===== config.mk =====
export PLATFORM = sky130hd
export DESIGN_NAME = sorted_timer_event_queue
export DESIGN_NICKNAME = d
export VERILOG_FILES = /design/src/hdl/steq_pkg.sv /design/src/hdl/sorted_timer_event_queue.sv /design/src/hdl/steq_dpath.sv /design/src/hdl/steq_ctrl.sv
export SDC_FILE = /design/constraint.sdc
export NUM_CORES = 1
export LEC_CHECK = 0
export BUFFER_PORTS_ARGS = -buffer_cell sky130_fd_sc_hd__buf_2
export CAP_MARGIN = 20
export CORE_ASPECT_RATIO = 1.2
export CORE_UTILIZATION = 55
export CTS_CLUSTER_DIAMETER = 100
export DETAILED_ROUTE_END_ITERATION = 12
export PLACE_DENSITY = 0.77
export SKIP_CTS_REPAIR_TIMING = 1
export SYNTH_ARGS = -nofsm -noshare
export SYNTH_HDL_FRONTEND = slang
export SYNTH_SLANG_ARGS = --single-unit
export TNS_END_PERCENT = 30

===== constraint.sdc =====
create_clock -name clk -period 8.05 [get_ports clk]
set_input_delay 1.2075 -clock clk [delete_from_list [all_inputs] [get_ports clk]]
set_output_delay 1.2075 -clock clk [all_outputs]
set_load 0.1 [all_outputs]

===== src/hdl/steq_pkg.sv =====
`default_nettype none

package steq_pkg;

    // Queue geometry and field widths.
    localparam int DEPTH    = 8;
    localparam int TIME_W   = 32;
    localparam int ID_W     = 8;
    localparam int CMD_W    = 2;
    localparam int STATUS_W = 3;
    localparam int IDX_W    = $clog2(DEPTH);
    localparam int CNT_W    = $clog2(DEPTH + 1);

    // Command codes on the input channel.
    localparam logic [CMD_W-1:0] CMD_SCHEDULE   = 2'd0;
    localparam logic [CMD_W-1:0] CMD_RESCHEDULE = 2'd1;
    localparam logic [CMD_W-1:0] CMD_EXPIRE     = 2'd2;

    // Status codes on the output channel.
    localparam logic [STATUS_W-1:0] ST_ACCEPTED = 3'd0;
    localparam logic [STATUS_W-1:0] ST_FULL     = 3'd1;
    localparam logic [STATUS_W-1:0] ST_ABSENT   = 3'd2;
    localparam logic [STATUS_W-1:0] ST_EXPIRED  = 3'd3;
    localparam logic [STATUS_W-1:0] ST_NONE     = 3'd4;

    // Datapath operations issued by the controller.
    localparam int OP_W = 4;
    localparam logic [OP_W-1:0] OP_NOP        = 4'd0;
    localparam logic [OP_W-1:0] OP_LOAD       = 4'd1;
    localparam logic [OP_W-1:0] OP_INS_INIT   = 4'd2;
    localparam logic [OP_W-1:0] OP_INS_SHIFT  = 4'd3;
    localparam logic [OP_W-1:0] OP_INS_PUT    = 4'd4;
    localparam logic [OP_W-1:0] OP_PTR_CLR    = 4'd5;
    localparam logic [OP_W-1:0] OP_FIND_NEXT  = 4'd6;
    localparam logic [OP_W-1:0] OP_REM_SHIFT  = 4'd7;
    localparam logic [OP_W-1:0] OP_REM_DONE   = 4'd8;
    localparam logic [OP_W-1:0] OP_EXP_STEP   = 4'd9;
    localparam logic [OP_W-1:0] OP_SHIFT_STEP = 4'd10;
    localparam logic [OP_W-1:0] OP_SHIFT_DONE = 4'd11;
    localparam logic [OP_W-1:0] OP_EMIT       = 4'd12;

    // Slot read address selection.
    localparam int RD_W = 2;
    localparam logic [RD_W-1:0] RD_PREV  = 2'd0;
    localparam logic [RD_W-1:0] RD_CUR   = 2'd1;
    localparam logic [RD_W-1:0] RD_NEXT  = 2'd2;
    localparam logic [RD_W-1:0] RD_SHIFT = 2'd3;

    // Command from the controller to the datapath.
    typedef struct packed {
        logic [OP_W-1:0]     op;
        logic [RD_W-1:0]     rd_sel;
        logic [STATUS_W-1:0] code;
    } dp_cmd_t;

    // Status from the datapath to the controller.
    typedef struct packed {
        logic [CMD_W-1:0] cmd;
        logic             full;
        logic             ins_stop;
        logic             find_end;
        logic             find_hit;
        logic             rem_end;
        logic             exp_hit;
        logic             shift_end;
        logic             npop_zero;
        logic             out_free;
    } dp_stat_t;

endpackage

`default_nettype wire


===== src/hdl/sorted_timer_event_queue.sv =====
`default_nettype none

// Channel   Handshake                Beat payload
// input     in_valid / in_stall      cmd, event_id, time_stamp
// output    out_valid / out_stall    status, out_event_id, out_event_time, last
//
// Commands run one at a time; in_stall is high from acceptance until the
// sequencer returns to idle. A schedule is paced by the one-slot-per-cycle
// shift of the insertion walk; a reschedule does a search and a gap close that
// together cover the queue once, then the insert; an expire does a pop scan,
// then a shift down. Each also waits while out_stall holds a beat. rst_n clears
// the queue to empty with no clearing pass. The output register lets a new
// command start while the last beat of the previous one still waits.

module sorted_timer_event_queue
    import steq_pkg::*;
(
    input  wire logic                  clk,
    input  wire logic                  rst_n,
    input  wire logic                  in_valid,
    output logic                       in_stall,
    input  wire logic [CMD_W-1:0]      cmd,
    input  wire logic [ID_W-1:0]       event_id,
    input  wire logic [TIME_W-1:0]     time_stamp,
    output logic                       out_valid,
    input  wire logic                  out_stall,
    output logic [STATUS_W-1:0]        status,
    output logic [ID_W-1:0]            out_event_id,
    output logic [TIME_W-1:0]          out_event_time,
    output logic                       last
);

    dp_cmd_t  ctl;
    dp_stat_t stat;

    // Command sequencer.
    steq_ctrl u_ctrl (
        .clk      (clk),
        .rst_n    (rst_n),
        .in_valid (in_valid),
        .in_stall (in_stall),
        .stat     (stat),
        .ctl      (ctl)
    );

    // Slot storage, counters and the output register.
    steq_dpath u_dpath (
        .clk            (clk),
        .rst_n          (rst_n),
        .ctl            (ctl),
        .stat           (stat),
        .cmd            (cmd),
        .event_id       (event_id),
        .time_stamp     (time_stamp),
        .out_stall      (out_stall),
        .out_valid      (out_valid),
        .status         (status),
        .out_event_id   (out_event_id),
        .out_event_time (out_event_time),
        .last           (last)
    );

endmodule

`default_nettype wire


===== src/hdl/steq_dpath.sv =====
`default_nettype none

module steq_dpath
    import steq_pkg::*;
(
    input  wire logic                clk,
    input  wire logic                rst_n,
    input  wire dp_cmd_t             ctl,
    output dp_stat_t                 stat,
    input  wire logic [CMD_W-1:0]    cmd,
    input  wire logic [ID_W-1:0]     event_id,
    input  wire logic [TIME_W-1:0]   time_stamp,
    input  wire logic                out_stall,
    output logic                     out_valid,
    output logic [STATUS_W-1:0]      status,
    output logic [ID_W-1:0]          out_event_id,
    output logic [TIME_W-1:0]        out_event_time,
    output logic                     last
);

    // Slot storage, sorted by due time from slot 0 upward.
    logic [TIME_W-1:0] slot_time_reg [DEPTH];
    logic [ID_W-1:0]   slot_id_reg   [DEPTH];

    // Control counters.
    logic [CNT_W-1:0] occ_reg,  occ_next;
    logic [CNT_W-1:0] ptr_reg,  ptr_next;
    logic [CNT_W-1:0] npop_reg, npop_next;
    logic             out_valid_reg, out_valid_next;

    // Latched command operands and the pending expired entry.
    logic [CMD_W-1:0]    opc_reg,       opc_next;
    logic [ID_W-1:0]     id_reg,        id_next;
    logic [TIME_W-1:0]   time_reg,      time_next;
    logic [ID_W-1:0]     pend_id_reg,   pend_id_next;
    logic [TIME_W-1:0]   pend_time_reg, pend_time_next;
    logic [STATUS_W-1:0] status_reg,    status_next;
    logic [ID_W-1:0]     oid_reg,       oid_next;
    logic [TIME_W-1:0]   otime_reg,     otime_next;
    logic                last_reg,      last_next;

    logic [CNT_W-1:0]  rd_ptr;
    logic [IDX_W-1:0]  rd_idx;
    logic [TIME_W-1:0] rd_time;
    logic [ID_W-1:0]   rd_id;
    logic [CNT_W-1:0]  shift_sum;
    logic              out_free;
    logic              out_load;
    logic              wr_en;
    logic [IDX_W-1:0]  wr_idx;
    logic [TIME_W-1:0] wr_time;
    logic [ID_W-1:0]   wr_id;

    // Single slot read port, addressed relative to the scan pointer.
    always_comb
    begin
        case (ctl.rd_sel)
            RD_PREV:  rd_ptr = ptr_reg - CNT_W'(1);
            RD_CUR:   rd_ptr = ptr_reg;
            RD_NEXT:  rd_ptr = ptr_reg + CNT_W'(1);
            RD_SHIFT: rd_ptr = ptr_reg + npop_reg;
            default:  rd_ptr = ptr_reg;
        endcase
    end

    assign rd_idx    = rd_ptr[IDX_W-1:0];
    assign rd_time   = slot_time_reg[rd_idx];
    assign rd_id     = slot_id_reg[rd_idx];
    assign shift_sum = ptr_reg + npop_reg;
    assign out_free  = !out_valid_reg || !out_stall;

    // Status toward the controller.
    always_comb
    begin
        stat.cmd       = opc_reg;
        stat.full      = (occ_reg == CNT_W'(DEPTH));
        stat.ins_stop  = (ptr_reg == '0) || (rd_time <= time_reg);
        stat.find_end  = (ptr_reg >= occ_reg);
        stat.find_hit  = (rd_id == id_reg);
        stat.rem_end   = ((ptr_reg + CNT_W'(1)) >= occ_reg);
        stat.exp_hit   = (ptr_reg < occ_reg) && (rd_time < time_reg);
        stat.shift_end = (shift_sum >= occ_reg);
        stat.npop_zero = (npop_reg == '0);
        stat.out_free  = out_free;
    end

    // Operation decode.
    always_comb
    begin
        occ_next       = occ_reg;
        ptr_next       = ptr_reg;
        npop_next      = npop_reg;
        opc_next       = opc_reg;
        id_next        = id_reg;
        time_next      = time_reg;
        pend_id_next   = pend_id_reg;
        pend_time_next = pend_time_reg;
        status_next    = status_reg;
        oid_next       = oid_reg;
        otime_next     = otime_reg;
        last_next      = last_reg;
        out_load       = 1'b0;
        wr_en          = 1'b0;
        wr_idx         = ptr_reg[IDX_W-1:0];
        wr_time        = rd_time;
        wr_id          = rd_id;
        case (ctl.op)
            OP_LOAD:
            begin
                opc_next  = cmd;
                id_next   = event_id;
                time_next = time_stamp;
            end
            OP_INS_INIT:
            begin
                ptr_next = occ_reg;
            end
            OP_INS_SHIFT:
            begin
                wr_en    = 1'b1;
                ptr_next = ptr_reg - CNT_W'(1);
            end
            OP_INS_PUT:
            begin
                wr_en    = 1'b1;
                wr_time  = time_reg;
                wr_id    = id_reg;
                occ_next = occ_reg + CNT_W'(1);
            end
            OP_PTR_CLR:
            begin
                ptr_next  = '0;
                npop_next = '0;
            end
            OP_FIND_NEXT:
            begin
                ptr_next = ptr_reg + CNT_W'(1);
            end
            OP_REM_SHIFT:
            begin
                wr_en    = 1'b1;
                ptr_next = ptr_reg + CNT_W'(1);
            end
            OP_REM_DONE:
            begin
                occ_next = occ_reg - CNT_W'(1);
                ptr_next = occ_reg - CNT_W'(1);
            end
            OP_EXP_STEP:
            begin
                // Release the held entry once we know whether another follows.
                if (!stat.npop_zero)
                begin
                    out_load    = 1'b1;
                    status_next = ST_EXPIRED;
                    oid_next    = pend_id_reg;
                    otime_next  = pend_time_reg;
                    last_next   = !stat.exp_hit;
                end
                if (stat.exp_hit)
                begin
                    pend_id_next   = rd_id;
                    pend_time_next = rd_time;
                    ptr_next       = ptr_reg + CNT_W'(1);
                    npop_next      = npop_reg + CNT_W'(1);
                end
                else
                begin
                    ptr_next = '0;
                end
            end
            OP_SHIFT_STEP:
            begin
                wr_en    = 1'b1;
                ptr_next = ptr_reg + CNT_W'(1);
            end
            OP_SHIFT_DONE:
            begin
                occ_next = occ_reg - npop_reg;
            end
            OP_EMIT:
            begin
                out_load    = 1'b1;
                status_next = ctl.code;
                oid_next    = '0;
                otime_next  = '0;
                last_next   = 1'b1;
            end
            default:
            begin
            end
        endcase
        out_valid_next = out_load ? 1'b1 : (out_valid_reg && out_stall);
    end

    // Control registers.
    always_ff @(posedge clk or negedge rst_n)
    begin
        if (!rst_n)
        begin
            occ_reg       <= '0;
            ptr_reg       <= '0;
            npop_reg      <= '0;
            out_valid_reg <= 1'b0;
        end
        else
        begin
            occ_reg       <= occ_next;
            ptr_reg       <= ptr_next;
            npop_reg      <= npop_next;
            out_valid_reg <= out_valid_next;
        end
    end

    // Payload registers.
    always_ff @(posedge clk)
    begin
        opc_reg       <= opc_next;
        id_reg        <= id_next;
        time_reg      <= time_next;
        pend_id_reg   <= pend_id_next;
        pend_time_reg <= pend_time_next;
        status_reg    <= status_next;
        oid_reg       <= oid_next;
        otime_reg     <= otime_next;
        last_reg      <= last_next;
    end

    // Slot write port.
    always_ff @(posedge clk)
    begin
        if (wr_en)
        begin
            slot_time_reg[wr_idx] <= wr_time;
            slot_id_reg[wr_idx]   <= wr_id;
        end
    end

    assign out_valid      = out_valid_reg;
    assign status         = status_reg;
    assign out_event_id   = oid_reg;
    assign out_event_time = otime_reg;
    assign last           = last_reg;

endmodule

`default_nettype wire


===== src/hdl/steq_ctrl.sv =====
`default_nettype none

module steq_ctrl
    import steq_pkg::*;
(
    input  wire logic     clk,
    input  wire logic     rst_n,
    input  wire logic     in_valid,
    output logic          in_stall,
    input  wire dp_stat_t stat,
    output dp_cmd_t       ctl
);

    localparam int S_W = 3;
    localparam logic [S_W-1:0] S_IDLE     = 3'd0;
    localparam logic [S_W-1:0] S_DISPATCH = 3'd1;
    localparam logic [S_W-1:0] S_INSERT   = 3'd2;
    localparam logic [S_W-1:0] S_FIND     = 3'd3;
    localparam logic [S_W-1:0] S_REMOVE   = 3'd4;
    localparam logic [S_W-1:0] S_EXPIRE   = 3'd5;
    localparam logic [S_W-1:0] S_SHIFT    = 3'd6;
    localparam logic [S_W-1:0] S_RESULT   = 3'd7;

    logic [S_W-1:0]      state_reg, state_next;
    logic [STATUS_W-1:0] code_reg,  code_next;

    // Sequencer: the read select follows the state only, the operation may
    // follow datapath status.
    always_comb
    begin
        state_next = state_reg;
        code_next  = code_reg;
        ctl.op     = OP_NOP;
        ctl.rd_sel = RD_CUR;
        ctl.code   = code_reg;
        case (state_reg)
            S_IDLE:
            begin
                if (in_valid)
                begin
                    ctl.op     = OP_LOAD;
                    state_next = S_DISPATCH;
                end
            end
            S_DISPATCH:
            begin
                case (stat.cmd)
                    CMD_SCHEDULE:
                    begin
                        if (stat.full)
                        begin
                            code_next  = ST_FULL;
                            state_next = S_RESULT;
                        end
                        else
                        begin
                            ctl.op     = OP_INS_INIT;
                            state_next = S_INSERT;
                        end
                    end
                    CMD_RESCHEDULE:
                    begin
                        ctl.op     = OP_PTR_CLR;
                        state_next = S_FIND;
                    end
                    CMD_EXPIRE:
                    begin
                        ctl.op     = OP_PTR_CLR;
                        state_next = S_EXPIRE;
                    end
                    default:
                    begin
                        state_next = S_IDLE;
                    end
                endcase
            end
            S_INSERT:
            begin
                // Walk down from the tail, moving later entries up one slot.
                ctl.rd_sel = RD_PREV;
                if (stat.ins_stop)
                begin
                    ctl.op     = OP_INS_PUT;
                    code_next  = ST_ACCEPTED;
                    state_next = S_RESULT;
                end
                else
                begin
                    ctl.op = OP_INS_SHIFT;
                end
            end
            S_FIND:
            begin
                ctl.rd_sel = RD_CUR;
                if (stat.find_end)
                begin
                    code_next  = ST_ABSENT;
                    state_next = S_RESULT;
                end
                else if (stat.find_hit)
                begin
                    state_next = S_REMOVE;
                end
                else
                begin
                    ctl.op = OP_FIND_NEXT;
                end
            end
            S_REMOVE:
            begin
                // Close the gap, then insert again from the new tail.
                ctl.rd_sel = RD_NEXT;
                if (stat.rem_end)
                begin
                    ctl.op     = OP_REM_DONE;
                    state_next = S_INSERT;
                end
                else
                begin
                    ctl.op = OP_REM_SHIFT;
                end
            end
            S_EXPIRE:
            begin
                ctl.rd_sel = RD_CUR;
                if (stat.npop_zero || stat.out_free)
                begin
                    ctl.op = OP_EXP_STEP;
                    if (!stat.exp_hit)
                    begin
                        if (stat.npop_zero)
                        begin
                            code_next  = ST_NONE;
                            state_next = S_RESULT;
                        end
                        else
                        begin
                            state_next = S_SHIFT;
                        end
                    end
                end
            end
            S_SHIFT:
            begin
                // Move the surviving entries down over the popped ones.
                ctl.rd_sel = RD_SHIFT;
                if (stat.shift_end)
                begin
                    ctl.op     = OP_SHIFT_DONE;
                    state_next = S_IDLE;
                end
                else
                begin
                    ctl.op = OP_SHIFT_STEP;
                end
            end
            S_RESULT:
            begin
                if (stat.out_free)
                begin
                    ctl.op     = OP_EMIT;
                    state_next = S_IDLE;
                end
            end
            default:
            begin
                state_next = S_IDLE;
            end
        endcase
    end

    assign in_stall = (state_reg != S_IDLE);

    always_ff @(posedge clk or negedge rst_n)
    begin
        if (!rst_n)
        begin
            state_reg <= S_IDLE;
        end
        else
        begin
            state_reg <= state_next;
        end
    end

    always_ff @(posedge clk)
    begin
        code_reg <= code_next;
    end

endmodule

`default_nettype wire

* Word-level counts from Yosys, hierarchy flattened
Memories as Yosys holds them, arrays and structs flattened. Cells that the tools add are included.
Word-level totals: flip-flop bits (word level) 145, memory bits (writable) 320, bits of input ports 46, output and inout port bits 46, word-level logic and storage cells 152, memories kept 2
Memory list:
- u_dpath.slot_time_reg | words 8, bits a word 32, read ports 1, clocked after memory_dff 0, write ports 1, RTL line steq_dpath.sv:22 | logic [TIME_W-1:0] slot_time_reg [DEPTH];
- u_dpath.slot_id_reg | words 8, bits a word 8, read ports 1, clocked after memory_dff 0, write ports 1, RTL line steq_dpath.sv:23 | logic [ID_W-1:0] slot_id_reg [DEPTH];
Operators by class: add/sub/neg operators 7, $lt $le $gt $ge 6, eq/ne operators 40, mux-type cells 55, reductions and logical operators 27
Operator list (number):
- 2-to-1 mux 32 bit | 2
- one-hot mux 32 bit (2 select lines) | 1
- 2-to-1 mux 3 bit | 20
- <= comparator 32 bit | 1
- less-than comparator 32 bit | 1
- one-hot mux 4 bit (8 select lines) | 1
- equality test 4 bit (second input constant) | 6
- 2-to-1 mux 4 bit | 6
- one-hot mux 3 bit (4 select lines) | 2
- one-hot mux 3 bit (8 select lines) | 1
- one-hot mux 4 bit (6 select lines) | 1
- inequality test 2 bit (second input constant) | 10
- equality test 4 x 3 -> 1 bit (second input constant) | 4
- 2-to-1 mux 8 bit | 2
- one-hot mux 4 bit (2 select lines) | 2
- one-hot mux 8 bit (2 select lines) | 1
- AND reduction 8 bit | 2
- adder 4 x 1 -> 4 bit (second input constant) | 3
- equality test 3 bit (second input constant) | 4
- >= comparator 4 bit | 3
- one-hot mux 4 bit (3 select lines) | 1
- 2-to-1 mux 1 bit | 9
- one-hot mux 3 bit (3 select lines) | 1
- equality test 4 x 2 -> 1 bit (second input constant) | 2
- other kinds (30) | 49

* Depth between registers and ports, before layout
Gate-level depths: netlist of run 1. An unclocked memory read counts as a cell.
word-level depth 14, mapped depth 25, mapped depth without buffers 21

* Hierarchy
From an unflattened synthesis of run 1, not the netlist that was laid out.
Unflattened totals: cell total of the unflattened synthesis 1320, area, all modules 20818.7 sq um
By module, submodules not included:
- steq_dpath | instances 1, cells an instance 1238, area each 20194.4 sq um, seq. area each 13718.2 sq um
- steq_ctrl | instances 1, cells an instance 82, area each 624.3 sq um, seq. area each 165.2 sq um

* Least setup slack after synthesis of run 1
OpenSTA, ideal clock, no wires.
kind reg-to-reg, from register u_dpath.ptr_reg[1], to register u_dpath.ptr_reg[3], setup time 0.132 ns, arrival time 6.501 ns, required time 7.918 ns, path slack 1.417 ns, cell stages (with the launch flop) 25, path buffers 6, period minus slack after synthesis 6.633 ns, cell sequence dfrtp_1 clkbuf_1 clkbuf_1 inv_1 ha_1 mux2_4 a21o_1 o21ai_1 buf_2 buf_2 clkbuf_1 mux2_2 ha_1 nand3_2 nor4_2 nand4_1 or4_1 a21o_1 and2_4 and3_1 clkbuf_1 nand2b_1 nand2b_1 a221oi_2 a21oi_1
On the way: longest elaborated chain between the ends 10, elaborated cells on any way between the ends 34, those cells by class add/sub: 3; order compare: 6; eq/ne: 9; mux: 9; reduce/logical: 5; memory: 2
RTL lines:
- start, declared | RTL line steq_dpath.sv:27 | logic [CNT_W-1:0] ptr_reg, ptr_next;
- start signal, assigned | RTL line steq_dpath.sv:209 | ptr_reg <= ptr_next;
- adder 4 bit, or another cell as far along | RTL line steq_dpath.sv:61 | RD_SHIFT: rd_ptr = ptr_reg + npop_reg;
- one-hot mux 3 bit (4 select lines) * | RTL line steq_dpath.sv:57 | case (ctl.rd_sel)
- memory (8 x 32 bit) *
- via u_dpath.rd_time[28] | RTL line steq_dpath.sv:44 | logic [TIME_W-1:0] rd_time;
- <= comparator 32 bit | RTL line steq_dpath.sv:77 | stat.ins_stop = (ptr_reg == '0) || (rd_time <= time_reg);
- logical OR 1 bit | RTL line steq_dpath.sv:77
- 2-to-1 mux 3 bit | RTL line steq_ctrl.sv:81 | if (stat.ins_stop)
- one-hot mux 4 bit (8 select lines) | RTL line steq_ctrl.sv:36 | case (state_reg)
- equality test 4 x 3 -> 1 bit / equality test 4 bit (equally long branches) | RTL line steq_dpath.sv:107 | case (ctl.op)
- OR reduction 3 bit (no line)
- one-hot mux 4 bit (6 select lines) / nonzero test 6 bit (equally long branches)
The timed path passes the listed nets; every way through them passes the cells marked *. A chain may end at the register's enable or synchronous reset.

* Worst setup path in the final report of run 1
from register u_dpath.ptr_reg[0], to memory u_dpath.slot_time_reg[7][0], data pin
On the way: longest elaborated chain between the ends 9, elaborated cells on any way between the ends 21, those cells by class add/sub: 3; order compare: 4; eq/ne: 2; mux: 8; reduce/logical: 2; memory: 2
RTL lines:
- adder 4 bit, or another cell as far along | RTL line steq_dpath.sv:61
- one-hot mux 3 bit (4 select lines) * | RTL line steq_dpath.sv:57
- memory (8 x 32 bit) *
- via u_dpath.rd_time[18] | RTL line steq_dpath.sv:44
- <= comparator 32 bit * | RTL line steq_dpath.sv:77
- logical OR 1 bit * | RTL line steq_dpath.sv:77
- 2-to-1 mux 3 bit * | RTL line steq_ctrl.sv:81
- one-hot mux 4 bit (8 select lines) * | RTL line steq_ctrl.sv:36
- equality test 4 x 3 -> 1 bit * | RTL line steq_dpath.sv:107
- 2-to-1 mux 32 bit * | RTL line steq_dpath.sv:107
- via u_dpath.wr_time[0] | RTL line steq_dpath.sv:51 | logic [TIME_W-1:0] wr_time;
- end, declared | RTL line steq_dpath.sv:22
Marks and branches as above.

==> key figures, run 1 <==
Die
  • DIE HEIGHT: between 200 and 250 µm
  • Full die area: slightly below 40000 µm²
  • Die X: roughly 180 µm
  • Starting Density: 0.5565
  • I/O pin cnt: 92
  • Core Area: 37770 µm²
  • Row Count: 78

Yosys
  • FFs w/ async S/R, synth: 0.03441
  • Mapped Nets: between 1.5k and 2k
  • Post-Syn Area: between 20000 and 25000 µm²
  • Seq/Total Area, Yosys: 0.6605
  • Synth cell types: a little over 70
  • EDFF count, synth: 449
  • Post-Syn Instances: 1617
  • Ys Warns: 0
  • Mean Syn Cell Area: between 10 and 15 µm²
  • #FFs+latches synth: about 470
  • Dominant synthesized flop cell: edfxtp_1

Critical path
  • Worst r2r path cells: 18
  • Setup Crit Path Kind: reg -> reg
  • CP dominant cell by count: buf_4
  • Critical path's top delay family: compound AO/OA/AOI/OAI gates
  • Reg-to-reg endpoint: u_dpath.slot_time_reg[7][0]
  • Slowest stage delay, CP: 0.79 ns
  • R2R Setup Slk: between 1 and 1.5 ns
  • CP Data Required Time: roughly 8.3 ns
  • CP Capture Type: flip-flop
  • Crit-path max FO: 26
  • Crit path buffers/inverters: 3
  • Arrival time at the worst endpoint: around 7.1 ns
  • Worst R2R Start: u_dpath.ptr_reg[0]
  • Nature of the critical path startpoint: flip-flop
  • Crit-path slowest cell: o21ai_4
  • CP cell instances: ha_1, fa_1, nand2_1, a32oi_2, buf_4, o21ai_4, buf_4, mux2_2, ha_1, and4_1, nand4_1, or4_1, a21o_1, and2_4, o21bai_4, buf_4, nor2_1, a21oi_1

Placed design
  • Dpl hpwl: ~29 mm
  • Port bufs: 91
  • Gpl congestion: 0.9139

Routing
  • Avg WL per Cell: 22.02 µm
  • DRT Pass-1 Iters: 5
  • Via density: around 6
  • Residual DRC: 0
  • Final WL: between 40 and 50 mm
  • 1st-iter DRT viols: approximately 1.4k
  • Routed via count: about 14k
  • Post-route ant nets: 0

GRT
  • Initial antenna violation count: 0
  • Vias in the first global route: around 13k
  • GRT Total Usage: 0.2505
  • First-pass GRT wire length: approximately 75 mm
  • Total grt overflow: 0
  • Pin count of the biggest net entering global routing: roughly 130

Timing
  • Max_slew headroom: 0.3302
  • RSZ-0062 raised after global routing: false
  • Max Slew Vio Count: 0
  • Final TNS setup: 0 ns
  • Final setup fails: 0
  • Period utilization: 0.8456
  • Fmax: 146.9 MHz
  • Final hold violations: 0
  • Max Clock Skew: ~0.024 ns
  • Final min period: around 7 ns
  • Actual slew at the worst max-slew pin: 1.001 ns

Clock network
  • Root Buffer: clkbuf_16
  • Sinks on the clock net: 465
  • Worst-skew pair later-pin latency: approximately 0.57 ns
  • CTS Buf Count: 46
  • H-tree levels: 2
  • CTS Buffer Depth: 3
  • Reg clk slew, reported paths: ~0.060 ns
  • CTS tree: built

Layout
  • Number of flip-flops in the largest register: between 200 and 300
  • Area grow syn2layout: 11.63%
  • Share of layout cells above drive strength 1: 0.1687
  • Final nets: about 1.8k
  • Most frequent cells in the layout: edfxtp_1, nand2_1, buf_2, a31oi_1, mux2_2
  • Layout Utilization: 0.6212
  • Most common cell after layout, fill and taps aside: edfxtp_1
  • Ant diodes: 0
  • Layout fillers: between 2k and 3k

Hold path
  • Min-Delay Endpoint: u_dpath.status[0]
  • Worst Hold Class: reg -> reg
  • Hold depth: 1
  • Min-delay src: u_ctrl.code_reg[0]

Outcome
  • Status: finished clean

Flow run
  • Max-cap violations: 0
-- worst max path at each step --
stage	to	cells after the start	start	slack (ns)
2_1_floorplan	u_dpath.ptr_reg[3]	24	u_dpath.ptr_reg[1]	1.42
3_3_place_gp	u_dpath.ptr_reg[2]	19	u_dpath.ptr_reg[0]	1.58
3_5_place_dp	u_dpath.slot_time_reg[2][0]	20	u_dpath.ptr_reg[0]	1.43
4_1_cts	u_dpath.slot_time_reg[7][0]	18	u_dpath.ptr_reg[0]	1.35
5_1_grt	u_dpath.slot_time_reg[7][0]	20	u_dpath.ptr_reg[0]	0.88
6_report	u_dpath.slot_time_reg[7][0]	18	u_dpath.ptr_reg[0]	1.24
-- Yosys cell counts, drive strengths merged (3+ instances only) --
| master | count | share of area |
|---|---|---|
| edfxtp | 449 | 0.64 |
| nand2 | 303 | 0.054 |
| a31oi | 77 | 0.024 |
| mux2 | 75 | 0.040 |
| and3 | 69 | 0.021 |
| clkbuf | 64 | 0.011 |
| inv | 60 | 0.011 |
| ha | 58 | 0.035 |
| a21oi | 48 | 0.012 |
| and2 | 47 | 0.014 |
| nor2 | 39 | 0.0070 |
| buf | 26 | 0.0065 |
| o21ai | 25 | 0.0060 |
| nand2b | 24 | 0.0071 |
| o211ai | 24 | 0.0092 |
| a2111oi | 22 | 0.0095 |
| nand3 | 22 | 0.0055 |
| a21o | 21 | 0.0075 |
| mux2i | 19 | 0.0090 |
| dfrtp | 16 | 0.019 |
| and4 | 14 | 0.0058 |
| o211a | 12 | 0.0057 |
| nor3 | 9 | 0.0021 |
| xnor2 | 9 | 0.0038 |
| nand4 | 8 | 0.0027 |
| nor2b | 6 | 0.0018 |
| xor2 | 6 | 0.0025 |
| a211oi | 5 | 0.0018 |
| o31ai | 5 | 0.0018 |
| a221oi | 4 | 0.0023 |
| o21a | 4 | 0.0014 |
| o22ai | 4 | 0.0012 |
| or2 | 4 | 0.0012 |
| or3 | 4 | 0.0012 |
| nor4 | 3 | 0.0012 |
| nor4b | 3 | 0.0013 |
| o22a | 3 | 0.0013 |
-- layout make-up --
class / instances / area [µm²] / share of cell area
flip-flops and latches: 465 / 13880 / 0.5917
clock inverters: 25 / 172.7 / 0.007359
well taps: 480 / 600.6 / 0.02560
inverters: 60 / 225.2 / 0.009598
repair buffers: 122 / 725.7 / 0.03093
multi-input cells: 1002 / 6643 / 0.2831
clock buffers: 57 / 1214 / 0.05172
-- layer usage --
| metal | vias to the layer above | track usage | share of wire |
|---|---|---|---|
| li1 | 6193 | - | - |
| met1 | 6680 | 0.3259 | 0.40 |
| met2 | 539 | 0.4283 | 0.50 |
| met3 | 106 | 0.03529 | 0.068 |
| met4 | 0 | 0.09516 | 0.029 |
| met5 | - | 0 | 0 |
-- worst reg2reg max path, delay by kind of cell, from the launching register on --
family	cells	cell delay, ns
adder cells (fa/ha/maj)	3	1.14
AND/OR/NAND/NOR	6	1.33
buffers and inverters	3	1.08
multiplexers	1	0.43
flip-flops	1	0.51
AO/OA/AOI/OAI	5	2.03
-- kinds of logic (layout without fill, tap and decap cells) --
family	after synthesis	after routing	synth area share
flops	465	465	0.6605
buf+inv	150	264	0.02863
compound gates	273	273	0.09107
simple gates	560	560	0.1277
fa+ha+maj	60	60	0.03643
mux	94	94	0.04940
xor+xnor	15	15	0.006250
-- metrics by stage --
stage | instance area [µm²] | hold WS, ns | worst slack (ns) | instances
2_1_floorplan | 21020 | 0.4773 | 1.417 | 1617
3_3_place_gp | 22080 | 0.4838 | 1.582 | 2129
3_5_place_dp | 22080 | 0.4852 | 1.434 | 2129
4_1_cts | 23460 | 0.5012 | 1.355 | 2211
5_1_grt | 23460 | 0.5139 | 0.8789 | 2211
6_report | 23460 | 0.4975 | 1.243 | 2211
Power of run 1 is not shown: default switching activity piles up to over one toggle a cycle in this logic, so the estimate is an artifact.
==> inputs of run 2 (changes only) <==
--- a/config.mk
+++ b/config.mk
@@ -11,7 +11,7 @@
 export CORE_UTILIZATION = 55
 export CTS_CLUSTER_DIAMETER = 100
 export DETAILED_ROUTE_END_ITERATION = 12
-export PLACE_DENSITY = 0.77
+export PLACE_DENSITY = 0.8
 export SKIP_CTS_REPAIR_TIMING = 1
 export SYNTH_ARGS = -nofsm -noshare
 export SYNTH_HDL_FRONTEND = slang
==> constraint.sdc (replaced) <==
create_clock -name clk -period 5.5 [get_ports clk]
set_input_delay 0.825 -clock clk [delete_from_list [all_inputs] [get_ports clk]]
set_output_delay 0.825 -clock clk [all_outputs]
set_load 0.1 [all_outputs]
==> run 2 against run 1 <==
Net effect: sequential share of layout area down 2.9 points; worst setup slack worse by 1.2 ns; clock-buffer cell count is 8 lower.
==> key figures, run 2 (synthesis gave the netlist of run 1 again) <==
Die
  • Core Area: roughly 38000 µm²
  • I/O pin cnt: a little over 90
  • Full die area: between 30000 and 40000 µm²
  • DIE HEIGHT: 216.2 µm
  • Row Count: 78
  • Starting Density: 0.5565
  • Die X: roughly 180 µm

Layout
  • Most common cell after layout, fill and taps aside: edfxtp_1
  • Most frequent cells in the layout: edfxtp_1, nand2_1, buf_2, buf_4, a31oi_1
  • Layout fillers: 2558
  • Area grow syn2layout: 17.37%
  • Number of flip-flops in the largest register: about 260
  • Final nets: around 1.9k
  • Layout Utilization: 0.6532
  • Share of layout cells above drive strength 1: 0.2207
  • Footprint of the multi-input gates: ~6900 µm²
  • Storage element area: 13880 µm²
  • Ant diodes: 0
  • Final instance area: between 20000 and 25000 µm²

Timing
  • Hold slack: between 0.2 and 0.25 ns
  • Final min period: roughly 5.4 ns
  • Max_slew headroom: 0.3926
  • Final TNS setup: 0 ns
  • Final setup fails: 0
  • Max Clock Skew: ~0.012 ns
  • Period utilization: 0.9906
  • Actual slew at the worst max-slew pin: 0.8881 ns
  • Max Slew Vio Count: 0
  • Fmax: 183.5 MHz
  • Final hold violations: 0

Critical path
  • Crit path buffers/inverters: 2
  • Crit-path slowest cell: or4_4
  • Crit-path max FO: 20
  • Arrival time at the worst endpoint: about 5.9 ns
  • CP Capture Type: flip-flop
  • Critical path's top delay family: simple AND/OR/NAND/NOR gates
  • CP Data Required Time: between 5 and 6 ns
  • Slowest stage delay, CP: 0.55 ns
  • Setup Crit Path Kind: reg -> reg
  • CP cell instances: ha_4, fa_2, xor2_2, o21ai_2, a22oi_2, o22a_2, buf_12, buf_6, a31oi_1, mux2_4, ha_4, nand2_2, nor4_4, nand4_1, or4_4, a21o_1, and2_4, or3_4, and3_4, and2_4, a221oi_2, a21oi_1
  • Nature of the critical path startpoint: flip-flop

Routing
  • Post-route ant nets: 0
  • Residual DRC: 0
  • Via density: about 6.4
  • DRT Pass-1 Iters: 6
  • Routed via count: around 15k
  • Avg WL per Cell: 22.96 µm
  • 1st-iter DRT viols: around 1.6k
  • Final WL: about 52 mm

Flow run
  • Max-cap violations: 0

Clock network
  • CTS Buffer Depth: 3
  • CTS Buf Count: 44
  • CTS tree: built
  • Sinks on the clock net: ~470
  • Reg clk slew, reported paths: approximately 0.070 ns
  • Root Buffer: clkbuf_16
  • H-tree levels: 2
  • Worst-skew pair later-pin latency: between 0.5 and 0.6 ns

GRT
  • Initial antenna violation count: 1
  • GRT Total Usage: 0.2597
  • First-pass GRT wire length: just under 80 mm
  • Pin count of the biggest net entering global routing: ~130
  • Vias in the first global route: 14.19k
  • Total grt overflow: 0

Placed design
  • Port bufs: 91
  • Dpl hpwl: roughly 31 mm
  • Gpl congestion: 0.9612
  • Area post-placement: around 23000 µm²

Outcome
  • Status: finished clean

Hold path
  • Worst Hold Class: in -> async
## run 2: worst reg2reg max path, stage by stage, from the launching register on
cell,delay [ns]
dfrtp_2,0.43
ha_4,0.18
fa_2,0.38
xor2_2,0.18
o21ai_2,0.08
a22oi_2,0.25
o22a_2,0.24
buf_12,0.17
buf_6,0.17
a31oi_1,0.09
mux2_4,0.31
ha_4,0.28
nand2_2,0.06
nor4_4,0.34
nand4_1,0.21
or4_4,0.55
a21o_1,0.18
and2_4,0.16
or3_4,0.33
and3_4,0.20
and2_4,0.17
a221oi_2,0.28
a21oi_1,0.10
## run 2: through the flow
stage	setup WS [ns]	instances
floorplan	-0.008197	1617
global placement	-0.05663	2192
detailed placement	-0.3787	2192
CTS	-0.4328	2269
global route	-0.09351	2283
finish	0.05184	2283
## run 2: path summary, 6_finish.rpt
path,endpoint,depth (start not counted),slack (ns),start
hold / removal,u_dpath.npop_reg[1],1,0.20,rst_n
setup / recovery,u_dpath.ptr_reg[3],22,0.05,u_dpath.ptr_reg[0]
max in group asynchronous,u_dpath.ptr_reg[0],1,4.97,rst_n
setup reg to reg,u_dpath.ptr_reg[3],22,0.05,u_dpath.ptr_reg[0]
hold reg to reg,u_dpath.status[1],1,0.50,u_ctrl.code_reg[1]
min in group clk,u_dpath.time_reg[8],1,0.44,time_stamp[8]
## run 2: cell type report
class	instances	area share
clock buffer	49	0.04539
timing repair buffer	199	0.06588
tap	480	0.02434
multi-input combinational	1002	0.2786
inverter	60	0.009281
sequential	465	0.5628
clock inverter	28	0.01369
## run 2: metal layers
metal / vias up / GRT usage / routed length, µm
met4: 0 / 0.1279 / 2475
met5: - / 0 / 0
met3: 194 / 0.03478 / 4338
met2: 866 / 0.4592 / 26680
li1: 6350 / - / -
met1: 7090 / 0.3135 / 18930
Power of run 2 is left out for the same reason.
